### config.mk
export PLATFORM = sky130hd
export DESIGN_NAME = pwvm_front
export DESIGN_NICKNAME = d
export VERILOG_FILES = /design/src/rtl/assert_macros.svh /design/src/rtl/pwvm_pkg.sv /design/src/rtl/pwvm_front.sv
export SDC_FILE = /design/constraint.sdc
export NUM_CORES = 1
export LEC_CHECK = 0
export ABC_AREA = 1
export BUFFER_PORTS_ARGS = -buffer_cell sky130_fd_sc_hd__buf_2
export CORE_UTILIZATION = 45
export CTS_CLUSTER_DIAMETER = 30
export DETAILED_ROUTE_END_ITERATION = 10
export PLACE_DENSITY = 0.7
export SLEW_MARGIN = 10
export SYNTH_ARGS = -nofsm -noshare
export SYNTH_HDL_FRONTEND = slang
export SYNTH_SLANG_ARGS = --single-unit
### constraint.sdc
create_clock -name i_clk -period 4.7 [get_ports i_clk]
set_clock_uncertainty 0.1 [all_clocks]
set_input_delay 0.47 -clock i_clk [delete_from_list [all_inputs] [get_ports i_clk]]
set_output_delay 0.47 -clock i_clk [all_outputs]
set_load 0.01 [all_outputs]
### src/rtl/assert_macros.svh
// assertion helpers for the rtl engine
`ifndef ASSERT_MACROS_SVH
`define ASSERT_MACROS_SVH

// implication checked at every rising edge, off during reset
`define PWVM_ASSERT(label, prop, msg) \
    label: assert property (@(posedge i_clk) disable iff (!i_rst_n) prop) else $error(msg);

// checked at every rising edge, also during reset
`define PWVM_ASSERT_ALWAYS(label, prop, msg) \
    label: assert property (@(posedge i_clk) prop) else $error(msg);

`endif

### src/rtl/pwvm_pkg.sv
// ----------------------------------------------------------------------------
// pwvm_pkg
// Types, codes and sizes shared by the wavetable voice mixer.
// ----------------------------------------------------------------------------
package pwvm_pkg;

    localparam int VOICES_DEF     = 16;
    localparam int WAVE_DEPTH_DEF = 4096;
    localparam int ENV_DEPTH_DEF  = 256;
    localparam int QUEUE_DEPTH    = 2;

    localparam logic [2:0] REQ_TICK  = 3'd0;
    localparam logic [2:0] REQ_ENV   = 3'd1;
    localparam logic [2:0] REQ_NOTE  = 3'd2;
    localparam logic [2:0] REQ_WAVEW = 3'd3;
    localparam logic [2:0] REQ_INCW  = 3'd4;
    localparam logic [2:0] REQ_ENVW  = 3'd5;

    localparam logic [1:0] CFG_WAVE_LEN   = 2'd0;
    localparam logic [1:0] CFG_LOOP_LEN   = 2'd1;
    localparam logic [1:0] CFG_ATTACK_LEN = 2'd2;
    localparam logic [1:0] CFG_ENV_LEN    = 2'd3;

    localparam logic [7:0] LEVEL_FULL = 8'hff;

    typedef enum logic [2:0] {
        K_TICK,
        K_ENV,
        K_NOTE,
        K_WAVEW,
        K_INCW,
        K_ENVW
    } t_kind;

    typedef struct packed {
        t_kind              kind;
        logic [6:0]         note;
        logic [11:0]        tidx;
        logic signed [15:0] sample;
        logic [19:0]        incr;
        logic [7:0]         env;
    } t_req;

    typedef enum logic [3:0] {
        ST_IDLE,
        ST_TICK_RD,
        ST_TICK_MUL,
        ST_TICK_SCALE,
        ST_TICK_ACC,
        ST_EMIT,
        ST_ENV_RD,
        ST_ENV_WR,
        ST_NOTE_RD,
        ST_NOTE_WR
    } t_state;

endpackage

### src/rtl/pwvm_front.sv
// ----------------------------------------------------------------------------
// pwvm_front
// Accepts requests, decodes the kind, drops unknown kinds and queues the rest.
// ----------------------------------------------------------------------------
module pwvm_front
    import pwvm_pkg::*;
(
    input  logic               i_clk,
    input  logic               i_rst_n,
    input  logic               i_valid,
    output logic               o_stall,
    input  logic [2:0]         i_req_type,
    input  logic [6:0]         i_note,
    input  logic [11:0]        i_table_index,
    input  logic signed [15:0] i_wave_sample,
    input  logic [19:0]        i_increment_value,
    input  logic [7:0]         i_envelope_value,
    output logic               o_q_valid,
    output t_req               o_q_req,
    input  logic               i_q_pop
);

    localparam int QPW = (QUEUE_DEPTH > 1) ? $clog2(QUEUE_DEPTH) : 1;
    localparam int QCW = $clog2(QUEUE_DEPTH + 1);

    t_req           r_q [QUEUE_DEPTH];
    logic [QPW-1:0] r_wr, n_wr, r_rd, n_rd;
    logic [QCW-1:0] r_count, n_count;
    t_kind          c_kind;
    logic           c_known;
    logic           c_push;
    t_req           c_req;

    always_comb begin
        c_kind  = K_TICK;
        c_known = 1'b1;
        case (i_req_type)
            REQ_TICK:  c_kind = K_TICK;
            REQ_ENV:   c_kind = K_ENV;
            REQ_NOTE:  c_kind = K_NOTE;
            REQ_WAVEW: c_kind = K_WAVEW;
            REQ_INCW:  c_kind = K_INCW;
            REQ_ENVW:  c_kind = K_ENVW;
            default:   c_known = 1'b0;
        endcase
    end

    assign o_stall = (r_count == QCW'(QUEUE_DEPTH));
    assign c_push  = i_valid && !o_stall && c_known;

    always_comb begin
        c_req.kind   = c_kind;
        c_req.note   = i_note;
        c_req.tidx   = i_table_index;
        c_req.sample = i_wave_sample;
        c_req.incr   = i_increment_value;
        c_req.env    = i_envelope_value;
    end

    always_comb begin
        n_wr    = r_wr;
        n_rd    = r_rd;
        n_count = r_count;
        if (c_push) begin
            n_wr = (r_wr == QPW'(QUEUE_DEPTH - 1)) ? '0 : r_wr + 1'b1;
        end
        if (i_q_pop) begin
            n_rd = (r_rd == QPW'(QUEUE_DEPTH - 1)) ? '0 : r_rd + 1'b1;
        end
        if (c_push && !i_q_pop) begin
            n_count = r_count + 1'b1;
        end else if (!c_push && i_q_pop) begin
            n_count = r_count - 1'b1;
        end
    end

    always_ff @(posedge i_clk) begin
        if (!i_rst_n) begin
            r_wr    <= '0;
            r_rd    <= '0;
            r_count <= '0;
        end else begin
            r_wr    <= n_wr;
            r_rd    <= n_rd;
            r_count <= n_count;
        end
    end

    always_ff @(posedge i_clk) begin
        if (c_push) begin
            r_q[r_wr] <= c_req;
        end
    end

    assign o_q_valid = (r_count != '0);
    assign o_q_req   = r_q[r_rd];

endmodule

### Word level (Yosys, flattened, before mapping)

Memory sizes are Yosys's and may differ from the RTL's. A register that Yosys moved wholly into a read port is not among the register bits.
Index checks and enable logic that the tools add are counted.

| word-level totals | value |
|---|---|
| register bits after elaboration | 4 |
| memory bits (writable) | 132 |
| input port bits | 70 |
| output and inout bits | 68 |
| logic and storage cells | 35 |
| memories | 1 |

Memory list:

| memory | depth | bits a word | rd ports | clocked after memory_dff | wr ports | line | RTL |
|---|---|---|---|---|---|---|---|
| r_q | 2 | 66 | 1 | 1 | 1 | pwvm_front.sv:26 | `t_req r_q [QUEUE_DEPTH];` |

| cells by class | value |
|---|---|
| add/sub/neg operators | 4 |
| equality and inequality tests | 6 |
| mux-type cells | 10 |
| reduce and logical (&&, ||, !) cells | 11 |

Operators by type and width:

| cell | number |
|---|---|
| $pmux W3 S5 | 1 |
| $mux W1 | 7 |
| $eq A3 B2 Y1 const B | 2 |
| $eq A3 B3 Y1 const B | 2 |
| $reduce_or A6 Y1 | 1 |
| $logic_and A1 B1 Y1 | 4 |
| $mux W2 | 2 |
| $reduce_bool A2 Y1 | 2 |
| $eq A3 B1 Y1 const B | 1 |
| $logic_not A1 Y1 | 3 |
| $logic_not A3 Y1 | 1 |
| $add A1 B1 Y1 const B | 2 |
| $add A2 B1 Y2 const B | 1 |
| $eq A2 B2 Y1 const B | 1 |
| $sub A2 B1 Y2 const B | 1 |

### Logic depth before layout (Yosys ltp)

Gate-level depths: netlist of the first run.

| depth | value |
|---|---|
| depth in word-level cells | 8 |
| gate-level depth with buffers | 11 |

### Worst setup path after synthesis of the first run

OpenSTA, ideal clock, no wires.

| path | value |
|---|---|
| path kind | input to register |
| from | input port i_req_type[1] |
| to | memory r_q[1][0] (netlist bit), enable pin |
| arrival | 3.627 ns |
| required time | 4.108 ns |
| setup slack | 0.482 ns |
| stages on the path | 4 |
| buffers on the path | 0 |
| path through | ha_1 nor2_1 nand2_1 nor2_1 |

| between the ends | value |
|---|---|
| longest elaborated chain between the ends | 6 |
| elaborated cells on any way between the ends | 11 |

RTL lines:

| element | line | RTL |
|---|---|---|
| start, declared | pwvm_front.sv:12 | `input logic [2:0] i_req_type,` |
| $eq A3 B3 Y1, or another cell as far along | pwvm_front.sv:37 | `case (i_req_type)` |
| $reduce_or A6 Y1 (no source line) (*) | - |  |
| $mux W1 (*) | pwvm_front.sv:37 |  |
| $logic_and A1 B1 Y1 (*) | pwvm_front.sv:49 | `assign c_push = i_valid && !o_stall && c_known;` |
| $mux W1 (*) | pwvm_front.sv:90 | `if (c_push) begin` |
| $mux W1 (not written as such) (*) | pwvm_front.sv:91 | `r_q[r_wr] <= c_req;` |
| end, declared | pwvm_front.sv:26 |  |

Every way passes the cells marked *; elsewhere a longest branch is shown, timed or not.

==> results by group, run 1 <==
CTS
  • H-tree Lvls: 4
  • Clock Path Buffers: 2
  • Worst skew pair latency: 0.40 ns
  • # clock sinks: 137
  • CTS tree: done
  • Post-CTS setup buffer count: 0
  • CTS resizes: 0
  • # hold bufs at CTS: 0
  • Clk root buf: clkbuf_16
  • Number of CTS-inserted buffers: 17
  • CTS clk-pin slew, worst paths: 0.06 ns

Synth
  • Syn_area_per_cell: 20.7 sq um
  • Syn Std Cell Area: 5230 sq um
  • Post-Syn Instances: 252
  • Ys Warns: 0
  • Post-Syn Nets: 326
  • Post-synthesis register bit count: 137
  • Seq/Total Area, Yosys: 0.778
  • Post-synth cell types: 14

Die
  • Area of the core: 11100 sq um
  • Site Rows: 38
  • Initial Util: 0.472
  • Ports: 138
  • Die width: 110 um
  • Die area: 12000 sq um
  • DIE HEIGHT: 110 um

Timing
  • Final Cycle Share: 0.567
  • Sum Neg Setup Slack: 0 ns
  • Final setup viols: 0
  • Final Slew Violations: 0
  • RSZ-0062 raised after global routing: no
  • Fmax: 0.375 GHz
  • Final worst slack: 2.04 ns
  • Rel. slew slack: 0.262
  • Final Hold Fails: 0
  • Minimum clock period: 2.66 ns
  • Worst Tran Pin Value: 1.11 ns

Layout
  • Final core occ: 0.602
  • Most frequent cells in the layout: buf_2, edfxtp_1, mux2_4
  • Non-filler cells, final: 556
  • Ratio of cells with drive above 1 in the final layout: 0.570
  • Most common cell after layout, fill and taps aside: buf_2
  • N_diodes: 0
  • Layout Area Growth over Synthesis: 27.5%
  • Final nets: 477

Critical path
  • Crit-path leading delay family: flip-flops
  • Worst path cell trace: mux2_2 -> buf_2
  • Worst setup path category: reg -> out
  • Slowest cell delay on critical path: 1.07 ns
  • WP data required: 4.13 ns
  • Critical Path Slowest Stage Cell: dfxtp_4
  • Critical Path Start Type: register
  • CP Data Arrival Time: 2.09 ns
  • CP max FO: 66
  • Critical Path End Type: output port
  • Worst Path Buf+Inv: 1

Global route
  • Largest net degree at the start of global routing: 67
  • Total GRT Usage: 0.152
  • Antenna violations before repair: 0
  • First-pass GRT wire length: 13000 um
  • Vias in the first global route: 2817
  • Overflow after GRT: 0

Placement
  • IO buf count: 137
  • Gp weighted congestion: 0.673
  • DP Cell Count: 524
  • Pre-CTS WS: 2.15 ns
  • HPWL after DPL: 5450 um

Power and ir drop
  • Pleak: 2.65 nW
  • Max rail drop VDD: 0.000278 V
  • P per Cell Area: 461 nW/um^2

Detailed routing
  • Vias per inst: 4.80
  • Pre-antenna DRT Iters: 4
  • DR vias: 2670
  • Post-DR wirelength/cell: 15.5 um
  • Final ANT Viol Nets: 0
  • Post-route DRC: 0
  • Routed WL: 8640 um
  • Drt initial violations: 116

Job
  • Max Cap Viol: 0

Min path
  • Min-delay worst type: in -> reg

Run status
  • Status: completed
-- sequential cells by signal, indices dropped and copies added, names as in the netlist, named ones only --
signal,cells
r_wr,1
r_q,132
r_rd,1
r_count,2
-- power breakdown --
group	switching, mW	leakage, nW	internal [mW]
sequential	0.0390	1.26	1.43
clock	0.475	0.285	0.823
combinational	0.147	1.11	0.153
-- metal layers --
layer,part of all wire,up-vias,global-route usage
li1,-,1266,-
met3,0.066,12,0.0557
met5,0,-,0
met1,0.41,1296,0.163
met4,0.015,0,0.0714
met2,0.51,96,0.265
-- synth_stat cells (all sizes together) --
cell | n | share of area
nand3 | 2 | 0.0019
nor2 | 8 | 0.0057
edfxtp | 132 | 0.76
mux2 | 66 | 0.17
nand4 | 1 | 0.0012
dfxtp | 5 | 0.019
o21ai | 2 | 0.0019
a21oi | 2 | 0.0019
ha | 4 | 0.0096
buf | 7 | 0.013
nand2 | 11 | 0.0079
inv | 12 | 0.0086
-- area by class of cell --
type	count	area (sq um)
Fill cell	855	4410
Sequential cell	137	4070
Multi-Input combinational cell	96	1070
Timing Repair Buffer	139	726
Clock buffer	17	425
Tap cell	140	175
Clock inverter	15	159
Inverter	12	45.0
-- stage by stage --
step / hold slack [ns] / power [mW] / instance area, sq um
6_report: 0.148 / 3.07 / 6660
5_1_grt: 0.127 / 3.19 / 6660
4_1_cts: 0.127 / 3.10 / 6660
3_5_place_dp: 0.383 / 1.80 / 6080
3_3_place_gp: 0.375 / 1.79 / 6080
2_1_floorplan: 0.363 / 1.67 / 5230
-- worst paths after layout --
| check | start | slack (ns) | cells after the start | to |
|---|---|---|---|---|
| max reg2reg | r_count[0] | 2.53 | 5 | r_q[1][34] |
| max | register | 2.04 | 2 | o_q_req[1] |
| min | i_increment_value[4] | 0.15 | 1 | r_q[1][12] |
| min reg2reg | r_rd | 0.39 | 2 | r_rd |
-- cell families (layout without fill, tap and decap cells) --
logic type,after synthesis,count (layout),share of synthesized area
flip-flops,137,137,0.778
multiplexers,66,66,0.171
AND/OR/NAND/NOR,22,22,0.0168
buffers and inverters,19,183,0.0213
adder cells (fa/ha/maj),4,4,0.00958
AO/OA/AOI/OAI,4,4,0.00383
Note: power is estimated with default switching activity, not from simulation.
==> inputs of run 2 (changes only) <==
--- a/config.mk
+++ b/config.mk
@@ -5,7 +5,7 @@
 export SDC_FILE = /design/constraint.sdc
 export NUM_CORES = 1
 export LEC_CHECK = 0
-export ABC_AREA = 1
+export ABC_AREA = 0
 export BUFFER_PORTS_ARGS = -buffer_cell sky130_fd_sc_hd__buf_2
 export CORE_UTILIZATION = 45
 export CTS_CLUSTER_DIAMETER = 30
==> constraint.sdc (replaced) <==
create_clock -name i_clk -period 2.65 [get_ports i_clk]
set_clock_uncertainty 0.1 [all_clocks]
set_input_delay 0.265 -clock i_clk [delete_from_list [all_inputs] [get_ports i_clk]]
set_output_delay 0.265 -clock i_clk [all_outputs]
set_load 0.01 [all_outputs]
==> run 2 against run 1 <==
  * Synthesized cell count decreased by 4.8%
  * Synthesized area stayed put
  * Combinational power increased to 2.5 times the previous value
  * Setup slack worse by 1.6 ns
  * Wire length up 13%
  * Non-clock buffer count is 69 higher
  * Die area is the same
  * Total power up 88%
  * Sequential power increased by 79%
  * Highest routed layer unchanged
  * Global-route usage is 1.9 points higher
  * Worst hold slack worse by 0.099 ns
  * Critical endpoint is now o_q_req[16]
  * Register-to-register slack lost 1.7 ns
==> results by group, run 2 <==
Detailed routing
  • Routed WL: 9790 um
  • DR vias: 2905
  • Final ANT Viol Nets: 0
  • Drt initial violations: 125
  • Post-route DRC: 0
  • Vias per inst: 4.74
  • Pre-antenna DRT Iters: 4
  • Post-DR wirelength/cell: 16.0 um

Synth
  • Post-synth cell types: 24
  • Syn_area_per_cell: 21.8 sq um
  • Most area-consuming cells after synthesis: edfxtp_1, mux2_4, mux2_2
  • Largest family of logic cells by synthesized area: multiplexers
  • Post-synthesis compound-gate area fraction: 0.00766
  • Synth area leader: edfxtp_1
  • Most instantiated library cell after synthesis: edfxtp_1
  • Post-synth top area share: 0.758
  • Ys Warns: 0
  • XOR/XNOR Fraction of Synth Area: 0.00503
  • Commonest cells post-synth: edfxtp_1, mux2_4, mux2_2, inv_1, dfxtp_1
  • Post-synth EDFFs: 132
  • Multiplexer share of the synthesized area: 0.171
  • Fraction of registers with async set/reset: 0
  • Most used flip-flop cell after synthesis: edfxtp_1
  • Syn Std Cell Area: 5230 sq um
  • Post-Syn Instances: 240
  • Post-Syn Nets: 314
  • Post-synthesis register bit count: 137
  • Synth Area in Simple Gates: 0.0129
  • Seq/Total Area, Yosys: 0.778
  • Adder-cell area share of the yosys netlist: 0.00958

CTS
  • CTS clk-pin slew, worst paths: 0.06 ns
  • H-tree Lvls: 4
  • Clk root buf: clkbuf_16
  • Worst skew pair latency: 0.41 ns
  • # clock sinks: 137
  • Clock Path Buffers: 2
  • Number of CTS-inserted buffers: 17
  • CTS tree: done

Placement
  • HPWL after DPL: 6250 um
  • Placement Cell Area: 6130 sq um
  • IO buf count: 137
  • Pre-CTS WS: 0.574 ns
  • Gp weighted congestion: 0.689

Layout
  • Ratio of cells with drive above 1 in the final layout: 0.518
  • Max FFs per register: 132
  • Most common cell after layout, fill and taps aside: buf_2
  • Post-route cell area: 7370 sq um
  • Final nets: 534
  • Multi-input logic area: 1080 sq um
  • Sequential cell area: 4070 sq um
  • N_diodes: 0
  • Most frequent cells in the layout: buf_2, edfxtp_1, dlygate4sd3_1
  • Fillers: 805
  • Largest regs: r_q: 132 flops, r_count: 2 flops
  • Layout Area Growth over Synthesis: 41.0%
  • Largest register by flop count: r_q

Die
  • Ports: 138
  • Site Rows: 38
  • Area of the core: 11100 sq um
  • Initial Util: 0.472
  • DIE HEIGHT: 110 um
  • Die area: 12000 sq um
  • Die width: 110 um

Power and ir drop
  • Total power: 5.78 mW
  • Pleak: 2.93 nW
  • Max rail drop VDD: 0.000406 V
  • P per Cell Area: 784 nW/um^2

Timing
  • RSZ-0062 raised after global routing: no
  • Minimum clock period: 2.18 ns
  • Worst Tran Pin Value: 0.400 ns
  • Sum Neg Setup Slack: 0 ns
  • Final Hold Fails: 0
  • Final Slew Violations: 0
  • Final worst slack: 0.472 ns
  • Final hold slack: 0.0491 ns
  • Final Cycle Share: 0.822
  • Fmax: 0.459 GHz
  • Final setup viols: 0
  • Rel. slew slack: 0.733

Global route
  • Total GRT Usage: 0.171
  • Overflow after GRT: 0
  • First-pass GRT wire length: 14300 um
  • Largest net degree at the start of global routing: 43
  • Antenna violations before repair: 0
  • Vias in the first global route: 2904

Critical path
  • Critical Path Slowest Stage Cell: dfxtp_4
  • Critical Path Start Type: register
  • Worst setup path category: reg -> out
  • Critical Path End Type: output port
  • Slowest cell delay on critical path: 0.60 ns
  • CP max FO: 23
  • CP Data Arrival Time: 1.81 ns
  • WP data required: 2.29 ns
  • Worst path cell trace: buf_4 -> mux2_2 -> buf_2

Run status
  • Status: completed

Min path
  • Min-delay worst type: in -> reg

Job
  • Max Cap Viol: 0
run 2: changes by cell type after synthesis, moves of 2 or more:
cell / before / now
nor2_1: 8 / 1
xor2_1: 0 / 2
a21boi_1: 0 / 2
and2_1: 0 / 4
inv_1: 12 / 6
nand2_1: 11 / 0
run 2: per-stage QoR:
step / utilization / cells
finish: 0.665 / 613
global placement: 0.553 / 518
detailed placement: 0.553 / 518
floorplan: - / 240
CTS: 0.665 / 613
global route: 0.665 / 613
run 2: area by class of cell:
type / count / area share
sequential: 137 / 0.552
timing repair buffer: 208 / 0.192
multi-input combinational: 90 / 0.147
clock buffer: 18 / 0.0582
clock inverter: 14 / 0.0244
tap: 140 / 0.0238
inverter: 6 / 0.00306
run 2: kinds of logic after synthesis:
logic type | count (synthesis)
fa+ha+maj | 4
buf+inv | 13
compound gates | 6
xor+xnor | 3
flops | 137
simple gates | 11
mux | 66
run 2: final timing paths:
check | startpoint | end | slack [ns] | depth (start not counted)
min reg2reg | r_wr | r_wr | 0.47 | 3
max | register | o_q_req[16] | 0.47 | 3
min | i_rst_n | r_count[0] | 0.05 | 2
max reg2reg | r_count[0] | r_q[1][60] | 0.87 | 3
run 2: what timing repair did:
item / in CTS / in global routing
hold endpoints to repair: 126 / 0
resized for setup: 0 / 0
buffers inserted: 0 / 0
hold buffers: 63 / 0
run 2: metal layers:
| metal | GRT usage | up-vias | wire length [um] |
|---|---|---|---|
| met1 | 0.190 | 1436 | 4020 |
| met5 | 0 | - | 0 |
| met2 | 0.294 | 86 | 5210 |
| met3 | 0.0616 | 6 | 448 |
| met4 | 0.0781 | 0 | 109 |
| li1 | - | 1377 | - |
run 2: where the power goes:
part	switching (mW)	internal (mW)	leakage, nW	total (mW)
Combinational	0.353	0.410	1.37	0.763
Sequential	0.0625	2.57	1.26	2.63
Clock	0.823	1.56	0.295	2.38
run 2: critical path, delay by kind of cell, from the launching register on:
family	cells	cell delay, ns
buffers and inverters	2	0.43
DFF	1	0.60
muxes	1	0.37
==> inputs of run 3 (changes only) <==
--- a/config.mk
+++ b/config.mk
@@ -5,12 +5,12 @@
 export SDC_FILE = /design/constraint.sdc
 export NUM_CORES = 1
 export LEC_CHECK = 0
-export ABC_AREA = 0
+export ABC_AREA = 1
 export BUFFER_PORTS_ARGS = -buffer_cell sky130_fd_sc_hd__buf_2
 export CORE_UTILIZATION = 45
 export CTS_CLUSTER_DIAMETER = 30
 export DETAILED_ROUTE_END_ITERATION = 10
-export PLACE_DENSITY = 0.7
+export PLACE_DENSITY = 0.73
 export SLEW_MARGIN = 10
 export SYNTH_ARGS = -nofsm -noshare
 export SYNTH_HDL_FRONTEND = slang
==> constraint.sdc (replaced) <==
create_clock -name i_clk -period 1.9 [get_ports i_clk]
set_clock_uncertainty 0.1 [all_clocks]
set_input_delay 0.19 -clock i_clk [delete_from_list [all_inputs] [get_ports i_clk]]
set_output_delay 0.19 -clock i_clk [all_outputs]
set_load 0.01 [all_outputs]
==> run 3 against run 2 <==
  * Worst hold slack better by 0.046 ns
  * Wire length is 2.6% lower
  * Clock power is 33% higher
==> results by group, run 3 (synthesis gave the netlist of run 1 again) <==
Run status
  • Status: completed

Detailed routing
  • Routed WL: 9530 um
  • Pre-antenna DRT Iters: 4
  • Final ANT Viol Nets: 0
  • Drt initial violations: 97
  • DR vias: 2926
  • Post-route DRC: 0
  • Post-DR wirelength/cell: 15.3 um
  • Vias per inst: 4.68

Layout
  • N_diodes: 0
  • Final nets: 546
  • Post-route cell area: 7440 sq um
  • Layout Area Growth over Synthesis: 42.3%
  • Final core occ: 0.671
  • Most frequent cells in the layout: buf_2, edfxtp_1, dlygate4sd3_1
  • Max FFs per register: 132
  • Ratio of cells with drive above 1 in the final layout: 0.509
  • Largest regs: r_q: 132 flops, r_count: 2 flops
  • Largest register by flop count: r_q
  • Non-filler cells, final: 625
  • Most common cell after layout, fill and taps aside: buf_2

Timing
  • Final Slew Violations: 0
  • Final Hold Fails: 0
  • Fmax: 0.549 GHz
  • Final hold slack: 0.0948 ns
  • Final Cycle Share: 0.959
  • Worst Tran Pin Value: 0.280 ns
  • Rel. slew slack: 0.813
  • RSZ-0062 raised after global routing: no
  • Minimum clock period: 1.82 ns
  • Final setup viols: 0

Die
  • DIE HEIGHT: 110 um
  • Initial Util: 0.472
  • Ports: 138
  • Die area: 12000 sq um
  • Die width: 110 um
  • Site Rows: 38
  • Area of the core: 11100 sq um

Critical path
  • Crit-path leading delay family: flip-flops
  • CP max FO: 31
  • Slowest cell delay on critical path: 0.38 ns
  • Critical R2R Launch: r_count[0]
  • Worst Path Buf+Inv: 2
  • Critical Path Start Type: register
  • WP data required: 1.61 ns
  • Critical Path End Type: output port
  • Worst setup path category: reg -> out
  • Critical Path Slowest Stage Cell: dfxtp_4
  • CP Data Arrival Time: 1.53 ns
  • Worst path cell trace: buf_12 -> mux2_2 -> buf_2

CTS
  • Clk root buf: clkbuf_16
  • Post-CTS setup buffer count: 0
  • CTS tree: done
  • H-tree Lvls: 4
  • CTS clk-pin slew, worst paths: 0.05 ns
  • Clock Path Buffers: 2
  • Number of CTS-inserted buffers: 17
  • # clock sinks: 137
  • Worst skew pair latency: 0.40 ns

Placement
  • HPWL after DPL: 5970 um
  • Placement Cell Area: 6190 sq um
  • DP Cell Count: 528
  • IO buf count: 137
  • Gp weighted congestion: 0.697

Job
  • Max Cap Viol: 0

Power and ir drop
  • Sw frac: 0.210
  • Pint: 6.08 mW
  • Total power: 7.70 mW
  • P per Cell Area: 1040 nW/um^2
  • Psw: 1.62 mW
  • Max rail drop VDD: 0.000594 V
  • Power share of the sequential group: 0.467
  • Pleak: 2.97 nW
  • Logic pwr share: 0.122
  • Clock power frac: 0.411

Global route
  • Vias in the first global route: 2994
  • Largest net degree at the start of global routing: 38
  • Overflow after GRT: 0
  • Total GRT Usage: 0.165
  • Antenna violations before repair: 0
  • First-pass GRT wire length: 14200 um

Min path
  • Hold path start: i_req_type[0]
  • Min-delay worst type: in -> reg
## run 3: changes by cell type in the layout (fill, tap and decap cells not counted), sizes merged, moves of 2 or more
cell,change
a21boi,-2
and2,-4
buf,-2
dlygate4sd3,+2
inv,+7
nand2,+11
nor2,+7
xor2,-2
## run 3: per-stage QoR
stage,setup WS [ns],setup TNS (ns)
after floorplan,-0.134,-15.56
after global placement,0.304,0
after detailed placement,0.277,0
after CTS,0.0442,0
after global routing,0.00502,0
final,0.0771,0
## run 3: power by group through the flow
| stage | combinational [mW] | clock [mW] | sequential (mW) |
|---|---|---|---|
| 5_1_grt | 1.02 | 3.39 | 3.61 |
| 6_report | 0.940 | 3.17 | 3.60 |
| 3_3_place_gp | 0.823 | 0 | 3.64 |
| 2_1_floorplan | 0.497 | 0 | 3.65 |
| 3_5_place_dp | 0.841 | 0 | 3.66 |
| 4_1_cts | 0.948 | 3.24 | 3.60 |
## run 3: area by class of cell
class / instances / area [sq um]
Inverter: 12 / 45.0
Fill cell: 766 / 3640
Timing Repair Buffer: 208 / 1460
Sequential cell: 137 / 4070
Clock buffer: 18 / 429
Multi-Input combinational cell: 96 / 1100
Tap cell: 140 / 175
Clock inverter: 14 / 155
## run 3: worst register-to-register path, stage by stage (launching register included)
cell	delay (ns)
dfxtp_2	0.34
inv_2	0.06
nand2_2	0.09
nand2_4	0.08
nor2_4	0.27
buf_12	0.25
## run 3: repair_timing
item / 4_1_cts / 5_1_grt
hold endpoints to repair: 131 / 0
hold buffers: 65 / 0
setup endpoints to repair: 0 / 3
gates resized for setup: 0 / 2
## run 3: final timing paths
check / slack (ns) / cells after the start / end
min reg2reg: 0.40 / 2 / r_rd
min: 0.09 / 3 / r_q[0][63]
max: 0.08 / 3 / o_q_req[65]
max reg2reg: 0.40 / 5 / r_q[1][39]
## run 3: metal layers
| metal | up-vias | share of wire | global-route usage |
|---|---|---|---|
| li1 | 1406 | - | - |
| met1 | 1411 | 0.42 | 0.195 |
| met2 | 97 | 0.51 | 0.279 |
| met3 | 12 | 0.056 | 0.0522 |
| met4 | 0 | 0.014 | 0.0705 |
| met5 | - | 0 | 0 |
